==> config.mk <==
export PLATFORM = sky130hd
export DESIGN_NAME = locked_bank_mapper_unscrambler_core_flat
export DESIGN_NICKNAME = d
export VERILOG_FILES = /design/src/rtl/core/lbmu_pkg.sv /design/src/rtl/core/lbmu_req_if.sv /design/src/rtl/core/lbmu_rsp_if.sv /design/src/rtl/core/lbmu_csr.sv /design/src/rtl/core/lbmu_mapper.sv /design/src/rtl/core/locked_bank_mapper_unscrambler_core.sv /design/src/flat_wrapper.sv
export VERILOG_INCLUDE_DIRS = /design/src /design/src/rtl/core
export SDC_FILE = /design/constraint.sdc
export NUM_CORES = 1
export LEC_CHECK = 0
export ABC_AREA = 1
export BUFFER_PORTS_ARGS = -buffer_cell sky130_fd_sc_hd__buf_2
export CAP_MARGIN = 20
export CORE_MARGIN = 5
export CORE_UTILIZATION = 25
export DETAILED_ROUTE_END_ITERATION = 6
export GPL_ROUTABILITY_DRIVEN = 0
export GPL_TIMING_DRIVEN = 0
export HOLD_SLACK_MARGIN = 0.03
export PLACE_DENSITY_LB_ADDON = 0.1
export SKIP_CTS_REPAIR_TIMING = 1
export SYNTH_ARGS = -nofsm -noshare
export SYNTH_HDL_FRONTEND = slang
export SYNTH_SLANG_ARGS = --single-unit
==> constraint.sdc <==
create_clock -name clock -period 4.1 [get_ports clock]
set_clock_uncertainty 0.1 [all_clocks]
set_input_delay 0.41 -clock clock [delete_from_list [all_inputs] [get_ports clock]]
set_output_delay 0.41 -clock clock [all_outputs]
set_load 0.01 [all_outputs]
==> src/rtl/core/locked_bank_mapper_unscrambler_core_macros.svh <==
// Assertion macros shared by the bank mapper core.
`ifndef LOCKED_BANK_MAPPER_UNSCRAMBLER_CORE_MACROS_SVH
`define LOCKED_BANK_MAPPER_UNSCRAMBLER_CORE_MACROS_SVH
`ifndef SYNTHESIS
// Same-cycle implication, checked on every rising clock edge.
`define LBMU_ASSERT_IMPLIES(label, clk, rst, cond, expr) \
   label: assert property (@(posedge clk) disable iff (rst) (cond) |-> (expr)) \
      else $error("lbmu assertion failed");
// Next-cycle implication, checked on every rising clock edge.
`define LBMU_ASSERT_NEXT(label, clk, rst, cond, expr) \
   label: assert property (@(posedge clk) disable iff (rst) (cond) |=> (expr)) \
      else $error("lbmu assertion failed");
`else
`define LBMU_ASSERT_IMPLIES(label, clk, rst, cond, expr)
`define LBMU_ASSERT_NEXT(label, clk, rst, cond, expr)
`endif
`endif

==> src/rtl/core/lbmu_pkg.sv <==
// Shared types, codes and constants of the bank mapper core.
`timescale 1ns / 1ps
package lbmu_pkg;

   // Bus access kinds.
   localparam logic CMD_READ  = 1'b0;
   localparam logic CMD_WRITE = 1'b1;

   // ROM region codes of a result.
   localparam logic [1:0] REGION_FIXED   = 2'd0;
   localparam logic [1:0] REGION_SWITCH  = 2'd1;
   localparam logic [1:0] REGION_OUTSIDE = 2'd2;
   localparam logic [1:0] REGION_WRITE   = 2'd3;

   // Lockout stages.
   localparam logic [1:0] LOCK_FIRST  = 2'd0;
   localparam logic [1:0] LOCK_SECOND = 2'd1;
   localparam logic [1:0] LOCK_OPEN   = 2'd2;

   // Write windows, selected by address bits 15:13.
   localparam logic [2:0] WIN_BASE    = 3'd0;
   localparam logic [2:0] WIN_BANK    = 3'd1;
   localparam logic [2:0] WIN_MASK    = 3'd2;
   localparam logic [2:0] WIN_TRIGGER = 3'd6;

   // Mapper constants.
   localparam logic [5:0]  UNLOCK_READS  = 6'h31;
   localparam logic [7:0]  CFG_OPEN_BITS = 8'h30;
   localparam logic [7:0]  PAGE_ONE      = 8'h01;
   localparam logic [15:0] LOCK_ADDR_BIT = 16'h0080;
   localparam logic [15:0] COUNT_MASK    = 16'h8700;
   localparam logic [15:0] COUNT_MATCH   = 16'h0100;
   localparam logic [15:0] KEEP_MASK     = 16'hFFAC;

   // Register port geometry and register indexes.
   localparam int CSR_ADDR_W = 3;
   localparam int CSR_DATA_W = 32;
   localparam logic REG_VARIANT = 1'b0;

   typedef struct packed {
      logic        command;
      logic [15:0] address;
      logic [7:0]  write_data;
   } lbmu_request_type;

   typedef struct packed {
      logic [7:0]  fixed_bank;
      logic [7:0]  switch_bank;
      logic [1:0]  rom_region;
      logic [13:0] rom_offset;
      logic [1:0]  lock_stage;
   } lbmu_result_type;

endpackage

==> src/rtl/core/lbmu_req_if.sv <==
// Request channel interface: one bus access per transfer.
`timescale 1ns / 1ps
interface lbmu_req_if;
   logic        valid;
   logic        ready;
   logic        command;
   logic [15:0] address;
   logic [7:0]  write_data;

   modport source (output valid, output command, output address, output write_data,
                   input ready);
   modport sink (input valid, input command, input address, input write_data,
                 output ready);
endinterface

==> src/rtl/core/lbmu_rsp_if.sv <==
// Result channel interface: mapped banks, region, offset and lock stage.
`timescale 1ns / 1ps
interface lbmu_rsp_if;
   logic        valid;
   logic        ready;
   logic [7:0]  fixed_bank;
   logic [7:0]  switch_bank;
   logic [1:0]  rom_region;
   logic [13:0] rom_offset;
   logic [1:0]  lock_stage;

   modport source (output valid, output fixed_bank, output switch_bank,
                   output rom_region, output rom_offset, output lock_stage,
                   input ready);
   modport sink (input valid, input fixed_bank, input switch_bank,
                 input rom_region, input rom_offset, input lock_stage,
                 output ready);
endinterface

==> src/rtl/core/lbmu_csr.sv <==
// Register port of the bank mapper core: holds the variant select.
`timescale 1ns / 1ps
module lbmu_csr (
   input  logic                            clock,
   input  logic                            reset,
   input  logic                            psel,
   input  logic                            penable,
   input  logic                            pwrite,
   input  logic [lbmu_pkg::CSR_ADDR_W-1:0] paddr,
   input  logic [lbmu_pkg::CSR_DATA_W-1:0] pwdata,
   output logic [lbmu_pkg::CSR_DATA_W-1:0] prdata,
   output logic                            pready,
   output logic                            variant
);

   logic variant_ff;
   logic variant_in;
   logic write_hit;
   logic reg_index;

   // Registers sit on 32-bit word boundaries.
   assign reg_index = paddr[lbmu_pkg::CSR_ADDR_W-1];
   assign write_hit = psel && penable && pwrite && (reg_index == lbmu_pkg::REG_VARIANT);
   assign pready    = 1'b1;

   always_comb begin
      variant_in = variant_ff;
      if (write_hit) begin
         variant_in = pwdata[0];
      end
   end

   always_ff @(posedge clock) begin
      if (reset) begin
         variant_ff <= 1'b0;
      end else begin
         variant_ff <= variant_in;
      end
   end

   // Read back the variant; unmapped addresses read as zero.
   always_comb begin
      prdata = '0;
      if (reg_index == lbmu_pkg::REG_VARIANT) begin
         prdata = {{(lbmu_pkg::CSR_DATA_W-1){1'b0}}, variant_ff};
      end
   end

   assign variant = variant_ff;

endmodule

==> src/rtl/core/lbmu_mapper.sv <==
// Mapper state and the single-pass update for one bus access.
`timescale 1ns / 1ps
module lbmu_mapper (
   input  logic                       clock,
   input  logic                       reset,
   input  logic                       update,
   input  logic                       variant,
   input  lbmu_pkg::lbmu_request_type request,
   output lbmu_pkg::lbmu_result_type  result
);

   logic [7:0]  base_bank_ff, base_bank_in;
   logic [7:0]  bank_mask_ff, bank_mask_in;
   logic [7:0]  raw_bank_ff, raw_bank_in;
   logic [1:0]  lock_level_ff, lock_level_in;
   logic [5:0]  unlock_count_ff, unlock_count_in;
   logic [7:0]  low_bank_ff, low_bank_in;
   logic [7:0]  high_bank_ff, high_bank_in;

   logic        open_cfg;
   logic        page_one;
   logic        count_hit;
   logic [15:0] read_addr;
   logic [1:0]  region;
   logic [13:0] offset;

   // Swap the scrambled low address bits back into place.
   function automatic logic [15:0] unscramble(input logic [15:0] a);
      logic [15:0] r;
      r = a & lbmu_pkg::KEEP_MASK;
      r[0] = a[6];
      r[1] = a[4];
      r[4] = a[1];
      r[6] = a[0];
      return r;
   endfunction

   assign open_cfg  = (raw_bank_ff & lbmu_pkg::CFG_OPEN_BITS) == lbmu_pkg::CFG_OPEN_BITS;
   assign page_one  = request.address[15:8] == lbmu_pkg::PAGE_ONE;
   assign count_hit = (request.address & lbmu_pkg::COUNT_MASK) == lbmu_pkg::COUNT_MATCH;

   // Next state and translated read address for the access at hand.
   always_comb begin
      base_bank_in    = base_bank_ff;
      bank_mask_in    = bank_mask_ff;
      raw_bank_in     = raw_bank_ff;
      lock_level_in   = lock_level_ff;
      unlock_count_in = unlock_count_ff;
      low_bank_in     = low_bank_ff;
      high_bank_in    = high_bank_ff;
      read_addr       = request.address;

      if (request.command == lbmu_pkg::CMD_WRITE) begin
         case (request.address[15:13])
            lbmu_pkg::WIN_BASE: begin
               if (open_cfg) begin
                  base_bank_in = request.write_data;
                  low_bank_in  = request.write_data & bank_mask_ff;
               end
            end
            lbmu_pkg::WIN_BANK: begin
               raw_bank_in  = (request.write_data == 8'd0) ? 8'd1 : request.write_data;
               high_bank_in = (raw_bank_in & ~bank_mask_ff) | (base_bank_ff & bank_mask_ff);
            end
            lbmu_pkg::WIN_MASK: begin
               if (open_cfg) begin
                  bank_mask_in = request.write_data;
                  high_bank_in = (raw_bank_ff & ~request.write_data)
                               | (base_bank_ff & request.write_data);
                  low_bank_in  = base_bank_ff & request.write_data;
               end
            end
            lbmu_pkg::WIN_TRIGGER: begin
               if (variant && (lock_level_ff == lbmu_pkg::LOCK_FIRST)) begin
                  lock_level_in   = lbmu_pkg::LOCK_SECOND;
                  unlock_count_in = 6'd0;
               end
            end
            default: begin
            end
         endcase
      end else if (!variant) begin
         // First variant: one lock stage, counted by page-one reads.
         if ((lock_level_ff != lbmu_pkg::LOCK_OPEN) && page_one) begin
            unlock_count_in = 6'(unlock_count_ff + 6'd1);
            if (unlock_count_in == lbmu_pkg::UNLOCK_READS) begin
               lock_level_in = lbmu_pkg::LOCK_OPEN;
            end else begin
               read_addr = read_addr | lbmu_pkg::LOCK_ADDR_BIT;
            end
         end
         if (page_one) begin
            read_addr = unscramble(read_addr);
         end
      end else begin
         // Second variant: a high read moves the first stage to the second.
         if ((request.address[15:14] == 2'b11) && (lock_level_ff == lbmu_pkg::LOCK_FIRST)) begin
            unlock_count_in = 6'd0;
            lock_level_in   = lbmu_pkg::LOCK_SECOND;
         end
         if ((lock_level_in != lbmu_pkg::LOCK_OPEN) && count_hit) begin
            unlock_count_in = 6'(unlock_count_in + 6'd1);
            if (unlock_count_in == lbmu_pkg::UNLOCK_READS) begin
               lock_level_in   = 2'(lock_level_in + 2'd1);
               unlock_count_in = 6'd0;
            end
         end
         if (page_one) begin
            if (lock_level_in == lbmu_pkg::LOCK_SECOND) begin
               read_addr = read_addr | lbmu_pkg::LOCK_ADDR_BIT;
            end
            read_addr = unscramble(read_addr);
         end
      end
   end

   // Region and window offset of the access.
   always_comb begin
      offset = 14'd0;
      if (request.command == lbmu_pkg::CMD_WRITE) begin
         region = lbmu_pkg::REGION_WRITE;
      end else if (read_addr[15:14] == 2'b00) begin
         region = lbmu_pkg::REGION_FIXED;
         offset = read_addr[13:0];
      end else if (read_addr[15:14] == 2'b01) begin
         region = lbmu_pkg::REGION_SWITCH;
         offset = read_addr[13:0];
      end else begin
         region = lbmu_pkg::REGION_OUTSIDE;
      end
   end

   always_ff @(posedge clock) begin
      if (reset) begin
         base_bank_ff    <= 8'd0;
         bank_mask_ff    <= 8'd0;
         raw_bank_ff     <= 8'd1;
         lock_level_ff   <= lbmu_pkg::LOCK_FIRST;
         unlock_count_ff <= 6'd0;
         low_bank_ff     <= 8'd0;
         high_bank_ff    <= 8'd1;
      end else if (update) begin
         base_bank_ff    <= base_bank_in;
         bank_mask_ff    <= bank_mask_in;
         raw_bank_ff     <= raw_bank_in;
         lock_level_ff   <= lock_level_in;
         unlock_count_ff <= unlock_count_in;
         low_bank_ff     <= low_bank_in;
         high_bank_ff    <= high_bank_in;
      end
   end

   // The result reports the state as it stands after this access.
   assign result.fixed_bank  = low_bank_in;
   assign result.switch_bank = high_bank_in;
   assign result.rom_region  = region;
   assign result.rom_offset  = offset;
   assign result.lock_stage  = lock_level_in;

endmodule

==> src/rtl/core/locked_bank_mapper_unscrambler_core.sv <==
// Top level of the locked bank mapper: request register, mapper and result register.
//
// Usage: each request on req_ch is one CPU bus access (command, address,
// write_data). For every request one result leaves on rsp_ch with the
// fixed and switchable bank numbers, the ROM region and window offset of
// a read, and the lock stage after the access. Both channels transfer
// when valid and ready are high at a rising clock edge.
// The variant register (byte address 0 of the csr_ port) selects the
// mapper variant; write it only while no request is in flight.
// Flow: an accepted request is registered in the request register, passes
// the mapper logic and its result is captured in the result register.
// Throughput: one request per cycle while the receiver takes the results,
// set by the mapper update between the request register and the result register.
// Reset (synchronous, active high) empties both registers and returns the
// mapper to its locked first stage with bank 1 switched in.
// When the receiver stalls, the result register holds; one more request
// is still taken into the request register, then req_ch.ready drops.
`timescale 1ns / 1ps
`include "locked_bank_mapper_unscrambler_core_macros.svh"
module locked_bank_mapper_unscrambler_core (
   input  logic                            clock,
   input  logic                            reset,
   lbmu_req_if.sink                        req_ch,
   lbmu_rsp_if.source                      rsp_ch,
   input  logic                            csr_psel,
   input  logic                            csr_penable,
   input  logic                            csr_pwrite,
   input  logic [lbmu_pkg::CSR_ADDR_W-1:0] csr_paddr,
   input  logic [lbmu_pkg::CSR_DATA_W-1:0] csr_pwdata,
   output logic [lbmu_pkg::CSR_DATA_W-1:0] csr_prdata,
   output logic                            csr_pready
);

   logic                       variant;
   logic                       advance;
   logic                       req_fire;
   logic                       update;
   logic                       s1_valid_ff, s1_valid_in;
   logic                       rsp_valid_ff, rsp_valid_in;
   lbmu_pkg::lbmu_request_type s1_req_ff;
   lbmu_pkg::lbmu_result_type  rsp_data_ff;
   lbmu_pkg::lbmu_result_type  result;

   lbmu_csr u_csr (
      .clock   (clock),
      .reset   (reset),
      .psel    (csr_psel),
      .penable (csr_penable),
      .pwrite  (csr_pwrite),
      .paddr   (csr_paddr),
      .pwdata  (csr_pwdata),
      .prdata  (csr_prdata),
      .pready  (csr_pready),
      .variant (variant)
   );

   lbmu_mapper u_mapper (
      .clock   (clock),
      .reset   (reset),
      .update  (update),
      .variant (variant),
      .request (s1_req_ff),
      .result  (result)
   );

   // Pipeline control: the result register frees up when empty or taken.
   assign advance      = !rsp_valid_ff || rsp_ch.ready;
   assign req_ch.ready = !s1_valid_ff || advance;
   assign req_fire     = req_ch.valid && req_ch.ready;
   assign update       = s1_valid_ff && advance;

   assign s1_valid_in  = req_fire ? 1'b1 : (advance ? 1'b0 : s1_valid_ff);
   assign rsp_valid_in = advance ? s1_valid_ff : rsp_valid_ff;

   always_ff @(posedge clock) begin
      if (reset) begin
         s1_valid_ff  <= 1'b0;
         rsp_valid_ff <= 1'b0;
      end else begin
         s1_valid_ff  <= s1_valid_in;
         rsp_valid_ff <= rsp_valid_in;
      end
   end

   // Payload registers.
   always_ff @(posedge clock) begin
      if (req_fire) begin
         s1_req_ff.command    <= req_ch.command;
         s1_req_ff.address    <= req_ch.address;
         s1_req_ff.write_data <= req_ch.write_data;
      end
      if (update) begin
         rsp_data_ff <= result;
      end
   end

   assign rsp_ch.valid       = rsp_valid_ff;
   assign rsp_ch.fixed_bank  = rsp_data_ff.fixed_bank;
   assign rsp_ch.switch_bank = rsp_data_ff.switch_bank;
   assign rsp_ch.rom_region  = rsp_data_ff.rom_region;
   assign rsp_ch.rom_offset  = rsp_data_ff.rom_offset;
   assign rsp_ch.lock_stage  = rsp_data_ff.lock_stage;

   // Writes and reads outside ROM carry no offset.
   `LBMU_ASSERT_IMPLIES(a_write_offset, clock, reset, rsp_valid_ff && ((rsp_data_ff.rom_region == lbmu_pkg::REGION_WRITE) || (rsp_data_ff.rom_region == lbmu_pkg::REGION_OUTSIDE)), rsp_data_ff.rom_offset == 14'd0)
   // A request waiting behind a stalled result stays in the request register.
   `LBMU_ASSERT_NEXT(a_s1_hold, clock, reset, s1_valid_ff && !advance, s1_valid_ff)
   // Reset leaves no result on the channel.
   `LBMU_ASSERT_NEXT(a_reset_empty, clock, 1'b0, reset, !rsp_valid_ff && !s1_valid_ff)

endmodule

==> src/flat_wrapper.sv <==
// flat-port wrapper written by rule: the top's interface ports become plain ports
module locked_bank_mapper_unscrambler_core_flat 
  (clock, reset, csr_psel, csr_penable, csr_pwrite, csr_paddr, csr_pwdata, csr_prdata, csr_pready, req_ch_valid, req_ch_command, req_ch_address, req_ch_write_data, req_ch_ready, rsp_ch_valid, rsp_ch_fixed_bank, rsp_ch_switch_bank, rsp_ch_rom_region, rsp_ch_rom_offset, rsp_ch_lock_stage, rsp_ch_ready);
  lbmu_req_if req_ch_i ();
  lbmu_rsp_if rsp_ch_i ();
  input  logic clock;
  input  logic reset;
  input  logic csr_psel;
  input  logic csr_penable;
  input  logic csr_pwrite;
  input  logic [lbmu_pkg::CSR_ADDR_W-1:0] csr_paddr;
  input  logic [lbmu_pkg::CSR_DATA_W-1:0] csr_pwdata;
  output logic [lbmu_pkg::CSR_DATA_W-1:0] csr_prdata;
  output logic csr_pready;
  input wire logic [$bits(req_ch_i.valid)-1:0] req_ch_valid;
  input wire logic [$bits(req_ch_i.command)-1:0] req_ch_command;
  input wire logic [$bits(req_ch_i.address)-1:0] req_ch_address;
  input wire logic [$bits(req_ch_i.write_data)-1:0] req_ch_write_data;
  output wire logic [$bits(req_ch_i.ready)-1:0] req_ch_ready;
  output wire logic [$bits(rsp_ch_i.valid)-1:0] rsp_ch_valid;
  output wire logic [$bits(rsp_ch_i.fixed_bank)-1:0] rsp_ch_fixed_bank;
  output wire logic [$bits(rsp_ch_i.switch_bank)-1:0] rsp_ch_switch_bank;
  output wire logic [$bits(rsp_ch_i.rom_region)-1:0] rsp_ch_rom_region;
  output wire logic [$bits(rsp_ch_i.rom_offset)-1:0] rsp_ch_rom_offset;
  output wire logic [$bits(rsp_ch_i.lock_stage)-1:0] rsp_ch_lock_stage;
  input wire logic [$bits(rsp_ch_i.ready)-1:0] rsp_ch_ready;
  assign req_ch_i.valid = req_ch_valid;
  assign req_ch_i.command = req_ch_command;
  assign req_ch_i.address = req_ch_address;
  assign req_ch_i.write_data = req_ch_write_data;
  assign req_ch_ready = req_ch_i.ready;
  assign rsp_ch_valid = rsp_ch_i.valid;
  assign rsp_ch_fixed_bank = rsp_ch_i.fixed_bank;
  assign rsp_ch_switch_bank = rsp_ch_i.switch_bank;
  assign rsp_ch_rom_region = rsp_ch_i.rom_region;
  assign rsp_ch_rom_offset = rsp_ch_i.rom_offset;
  assign rsp_ch_lock_stage = rsp_ch_i.lock_stage;
  assign rsp_ch_i.ready = rsp_ch_ready;
  locked_bank_mapper_unscrambler_core u_core (.clock(clock), .reset(reset), .req_ch(req_ch_i), .rsp_ch(rsp_ch_i), .csr_psel(csr_psel), .csr_penable(csr_penable), .csr_pwrite(csr_pwrite), .csr_paddr(csr_paddr), .csr_pwdata(csr_pwdata), .csr_prdata(csr_prdata), .csr_pready(csr_pready));
endmodule
# Yosys cells after proc, flatten, opt, wreduce, memory -nomap -nowiden
# Cells that the tools add are included.
[word_totals] word_cells=114 in_bits=67 ff_bits=110
[classes] mux=45 bitwise=10 addsub=3 n_reduce_logical=23 n_eq_ne=15
[op_table] operator="2-to-1 mux 8 bit" n=12
[op_table] operator="2-to-1 mux 6 bit" n=10
[op_table] operator="AND 8 bit" n=5
[op_table] operator="one-hot mux 8 bit (2 select lines)" n=2
[op_table] operator="2-to-1 mux 2 bit" n=15
[op_table] operator="2-to-1 mux 14 bit" n=2
[op_table] operator="NOT 8 bit" n=2
[op_table] operator="bitwise OR 8 bit" n=2
[op_table] operator="adder 6 x 1 -> 6 bit (second input constant)" n=2
[op_table] operator="== test 6 bit (second input constant)" n=2
[op_table] operator="AND reduction 4 bit" n=3
[op_table] operator="logical AND 1 bit" n=9
[op_table] operator="== test 8 x 1 -> 1 bit (second input constant)" n=1
[op_table] operator="logical NOT 8 bit" n=1
[op_table] operator="inequality test 2 bit (second input constant)" n=4
[op_table] operator="2-to-1 mux 7 bit" n=1
[op_table] operator="== test 2 x 1 -> 1 bit (second input constant)" n=2
[op_table] operator="== test 2 bit (second input constant)" n=2
[op_table] operator="== test 4 x 1 -> 1 bit (second input constant)" n=1
[op_table] operator="logical NOT 2 bit" n=2
[op_table] operator="== test 3 x 1 -> 1 bit (second input constant)" n=1
[op_table] operator="== test 3 x 2 -> 1 bit (second input constant)" n=1
[op_table] operator="== test 3 bit (second input constant)" n=1
[op_table] operator="logical NOT 3 bit" n=1
[op_table] operator="8 further kinds" n=12

# Depth between registers and ports, before layout
[depth] ltp_word=18 depth_mapped=18 depth_no_buf=18

# By module
# Synthesis repeated with hierarchy kept, for this count alone.
[hier_totals] hier_cells=599 area_unflattened_um2=5320.1
[by_module_without_submodules] module="lbmu_mapper" cells_each=481 seq_area_each_um2=960.9 area_per_inst_um2=3139.3 n_inst=1
[by_module_without_submodules] module="locked_bank_mapper_unscrambler_core" cells_each=71 seq_area_each_um2=1811.7 area_per_inst_um2=1863.0 n_inst=1
[by_module_without_submodules] module="lbmu_csr" cells_each=47 seq_area_each_um2=20.0 area_per_inst_um2=317.8 n_inst=1

# Worst setup path after synthesis
# OpenSTA, ideal clock, no wires.
[synth_timing] path_type="input -> register" from="in rsp_ch_ready" to="reg u_core.rsp_data_ff, in the netlist u_core.rsp_ch.fixed_bank[0], enable pin" path_buffers=1 stages=5 required_time_ns=3.588 arrival_ns=1.937 slack_ns=1.652 cell_sequence="inv_1 nand2_1 nand2_1 inv_1 clkbuf_1"
[synth_between] elab_chain_len=2
[synth_lines] element="start: declaration" line="flat_wrapper.sv:26" text="input wire logic [$bits(rsp_ch_i.ready)-1:0] rsp_ch_ready;"
[synth_lines] element="logical OR 1 bit" line="locked_bank_mapper_unscrambler_core.sv:67" text="assign advance = !rsp_valid_ff || rsp_ch.ready;"
[synth_lines] element="logical AND 1 bit" line="locked_bank_mapper_unscrambler_core.sv:70" text="assign update = s1_valid_ff && advance;"
[synth_lines] element="net u_core.u_mapper.update" line="lbmu_mapper.sv:6" text="input logic update,"
[synth_lines] element="end signal: assignment" line="locked_bank_mapper_unscrambler_core.sv:93" text="rsp_data_ff <= result;"
[synth_lines] element="end: declaration" line="locked_bank_mapper_unscrambler_core.sv:41" text="lbmu_pkg::lbmu_result_type rsp_data_ff;"
# The timed path passes the listed nets, and every way through them passes these cells.
# A chain may end at the register's enable or synchronous reset.

==> results by group <==
Placement
  • Input/output buffers: 70
  • Post-detailed-placement half-perimeter wirelength: 10600 um

Timing
  • Final number of hold-violating endpoints: 0
  • Upper clock frequency limit: 0.386 GHz
  • Post-route minimum period: 2.59 ns
  • Hold slack final: 0.128 ns
  • Worst-margin pin slew: 0.686 ns
  • Accumulated negative setup slack: 0 ns
  • Final count of negative-setup-slack endpoints: 0
  • Max-Slew Margin vs Limit: 0.540
  • Setup repair after global routing missed its margin: no
  • Fin. max-slew vios: 0
  • Share of the clock period used by the worst path after layout: 0.632

Synthesis
  • Part of the Yosys area used for sequential elements: 0.543
  • Dominant register cell in the synthesized netlist: sky130_fd_sc_hd__edfxtp_1
  • Count of flip-flops with a built-in enable after synthesis: 59
  • Mapped Area: 5140 sq um
  • Synthesis Warnings: 0
  • Share of flip-flops with an asynchronous set or reset: 0
  • Count of state elements after synthesis: 110
  • Post-Syn Instances: 578
  • Average footprint of a synthesized cell: 8.89 sq um
  • Unique cell type count in the Yosys netlist: 37

Pwr
  • Switching Fraction: 0.256
  • Internal: 1.79 mW
  • Post-route total power: 2.40 mW
  • Logic gate share of total power: 0.103
  • Switch Pwr: 614 uW
  • PwrDens: 382 nW/um^2
  • Static Leak: 2.73 nW
  • Worst-case vdd ir drop: 0.000182 V
  • Clk network pwr share: 0.380
  • Fraction of power consumed by sequential logic: 0.516

Worst setup path
  • Data required, critical path: 4.09 ns
  • Type of element launching the critical path: flip-flop
  • Slack of the worst reg-to-reg path: 1.51 ns
  • Max FO, Critical Path: 10
  • Critical path start-end classification: reg -> reg
  • Critical path capture point type: flip-flop
  • Arrival @ worst endpoint: 2.59 ns

Clock tree
  • Sinks on Clock Net: 110
  • Cell at the root of the clock tree: sky130_fd_sc_hd__clkbuf_16
  • Clock latency on the worst-skew pair: 0.35 ns
  • Bufs on Longest Clock Path: 2
  • Max H-tree Level: 3
  • Clock buffers created by TritonCTS: 9
  • Clock-pin transition on the worst setup and hold timing paths: 0.08 ns
  • CTS tree: yes

Layout
  • Number of diodes added for antenna fixing: 0
  • Fill cell count: 2144
  • Nets: 762
  • Commonest cells after routing, fill and taps aside: sky130_fd_sc_hd__buf_2, sky130_fd_sc_hd__nand2_1, sky130_fd_sc_hd__inv_1
  • Fraction of layout instances using a drive strength above 1: 0.204
  • Synthesis-to-layout area growth: 22.3%
  • Most common cell after layout, fill and taps aside: sky130_fd_sc_hd__buf_2

Floorplanning
  • Standard-cell rows: 52
  • DIE WIDTH: 153 um
  • Initial Utilization: 0.254
  • Placeable core region: 20200 sq um
  • Number of top-level pins: 136
  • Die Height: 153 um
  • Die area: 23500 sq um

Routing
  • 1st-pass router iterations: 4
  • Final Routed Wirelength: 14300 um
  • DRT antenna net count: 0
  • Initial DRC Count: 306
  • Total number of vias: 4254
  • Routed wire length per instance: 14.8 um
  • Number of design rule violations left after detail routing: 0
  • Vias per inst: 4.40

Min path
  • Worst min-delay path category: in -> reg

Global route
  • Maximum number of pins on one net before global-route repair: 32
  • Total Routing Usage GR: 0.123
  • Vias in the first global route: 4279
  • Initial antenna violation count: 0
  • Grt total ovfl: 0
  • Global-route wire length before repair: 23200 um

Job
  • Max-Cap Viols: 0

Run status
  • Run status: completed
[flip-flops by register name, summed over array words and instances, names as in the netlist]
register	flops
u_core.u_mapper.high_bank_ff	8
u_core.rsp_ch.rom_offset	14
u_core.u_mapper.lock_level_ff	2
u_core.rsp_ch.lock_stage	2
u_core.u_mapper.low_bank_ff	8
u_core.u_mapper.base_bank_ff	8
u_core.u_mapper.bank_mask_ff	8
u_core.u_csr.variant	1
u_core.u_mapper.unlock_count_ff	6
u_core.s1_req_ff	25
u_core.u_mapper.raw_bank_ff	8
u_core.rsp_ch.switch_bank	8
u_core.s1_valid_ff	1
u_core.rsp_ch.valid	1
u_core.rsp_ch.fixed_bank	8
u_core.rsp_ch.rom_region	2
[kinds of logic after synthesis]
logic type,synth area share
AND/OR/NAND/NOR,0.148
AO/OA/AOI/OAI,0.178
buffers and inverters,0.116
flip-flops,0.543
adder cells (fa/ha/maj),0.00974
XOR/XNOR,0.00341
other,0.00146
[through the flow]
stage / cells / util / cell area [sq um] / setup slack [ns]
6_report: 966 / 0.311 / 6290 / 1.51
5_1_grt: 966 / 0.311 / 6290 / 1.22
4_1_cts: 966 / 0.311 / 6290 / 1.50
3_5_place_dp: 950 / 0.296 / 5980 / 1.52
3_3_place_gp: 948 / 0.294 / 5940 / 0.330
2_1_floorplan: 608 / - / 5250 / 1.65
[power groups by stage]
stage,logic [mW],clock network [mW],registers (mW)
finish,0.248,0.915,1.24
global route,0.281,0.996,1.25
CTS,0.251,0.948,1.24
detailed placement,0.250,0,1.27
global placement,0.242,0,1.27
floorplan,0.151,0,1.27
[critical path, stage by stage (launching register included)]
cell	delay, ns
sky130_fd_sc_hd__edfxtp_1	0.49
sky130_fd_sc_hd__nand2_1	0.13
sky130_fd_sc_hd__inv_2	0.05
sky130_fd_sc_hd__nand2_4	0.12
sky130_fd_sc_hd__inv_2	0.09
sky130_fd_sc_hd__nor2_1	0.18
sky130_fd_sc_hd__ha_1	0.25
sky130_fd_sc_hd__nand3_1	0.12
sky130_fd_sc_hd__nand2_1	0.11
sky130_fd_sc_hd__nand3_1	0.10
sky130_fd_sc_hd__nor2_2	0.16
sky130_fd_sc_hd__nand2_1	0.09
sky130_fd_sc_hd__nand2_1	0.08
sky130_fd_sc_hd__nand3_1	0.07
sky130_fd_sc_hd__nand2_1	0.10
sky130_fd_sc_hd__nand2_1	0.09
[synth_stat cells (5+ instances only)]
library cell,count,area share
sky130_fd_sc_hd__o21ai_1,9,0.0088
sky130_fd_sc_hd__nor3_1,9,0.0088
sky130_fd_sc_hd__inv_1,70,0.051
sky130_fd_sc_hd__o221ai_1,13,0.022
sky130_fd_sc_hd__clkbuf_1,11,0.0080
sky130_fd_sc_hd__edfxtp_1,59,0.34
sky130_fd_sc_hd__o21ai_0,63,0.061
sky130_fd_sc_hd__dfxtp_1,51,0.20
sky130_fd_sc_hd__a211oi_1,7,0.010
sky130_fd_sc_hd__nand4_1,7,0.0085
sky130_fd_sc_hd__buf_4,32,0.047
sky130_fd_sc_hd__inv_2,5,0.0037
sky130_fd_sc_hd__a21oi_1,58,0.056
sky130_fd_sc_hd__nand3_1,26,0.025
sky130_fd_sc_hd__nor2_1,48,0.035
sky130_fd_sc_hd__nand2_1,73,0.053
[path summary, 6_finish.rpt]
path                                                     start                                      endpoint  cells past startpoint
setup / recovery                u_core.s1_req_ff[23]$_DFFE_PP_         u_core.rsp_ch.lock_stage[1]$_DFFE_PP_                     15
hold / removal                            req_ch_write_data[5]                 u_core.s1_req_ff[5]$_DFFE_PP_                      1
setup reg to reg                u_core.s1_req_ff[23]$_DFFE_PP_         u_core.rsp_ch.lock_stage[1]$_DFFE_PP_                     15
hold reg to reg   u_core.u_mapper.high_bank_ff[7]$_SDFFE_PP0P_  u_core.u_mapper.high_bank_ff[7]$_SDFFE_PP0P_                      2
[per-layer routing]
layer,GRT usage,part of all wire,vias to the layer above
li1,-,-,2148
met1,0.169,0.49,1993
met5,0,0,-
met2,0.195,0.45,101
met3,0.0249,0.048,12
met4,0.0378,0.015,0
[cell type report]
type | count | area (sq um) | share of cell area
repair buffers | 72 | 390 | 0.0621
clock buffers | 9 | 225 | 0.0358
inverters | 76 | 287 | 0.0456
plain buffers | 49 | 312 | 0.0495
multi-input cells | 373 | 1860 | 0.296
flip-flops and latches | 110 | 2790 | 0.444
clock inverters | 7 | 81.3 | 0.0129
well taps | 270 | 338 | 0.0537
No activity file was read; power rests on OpenSTA's default activity.
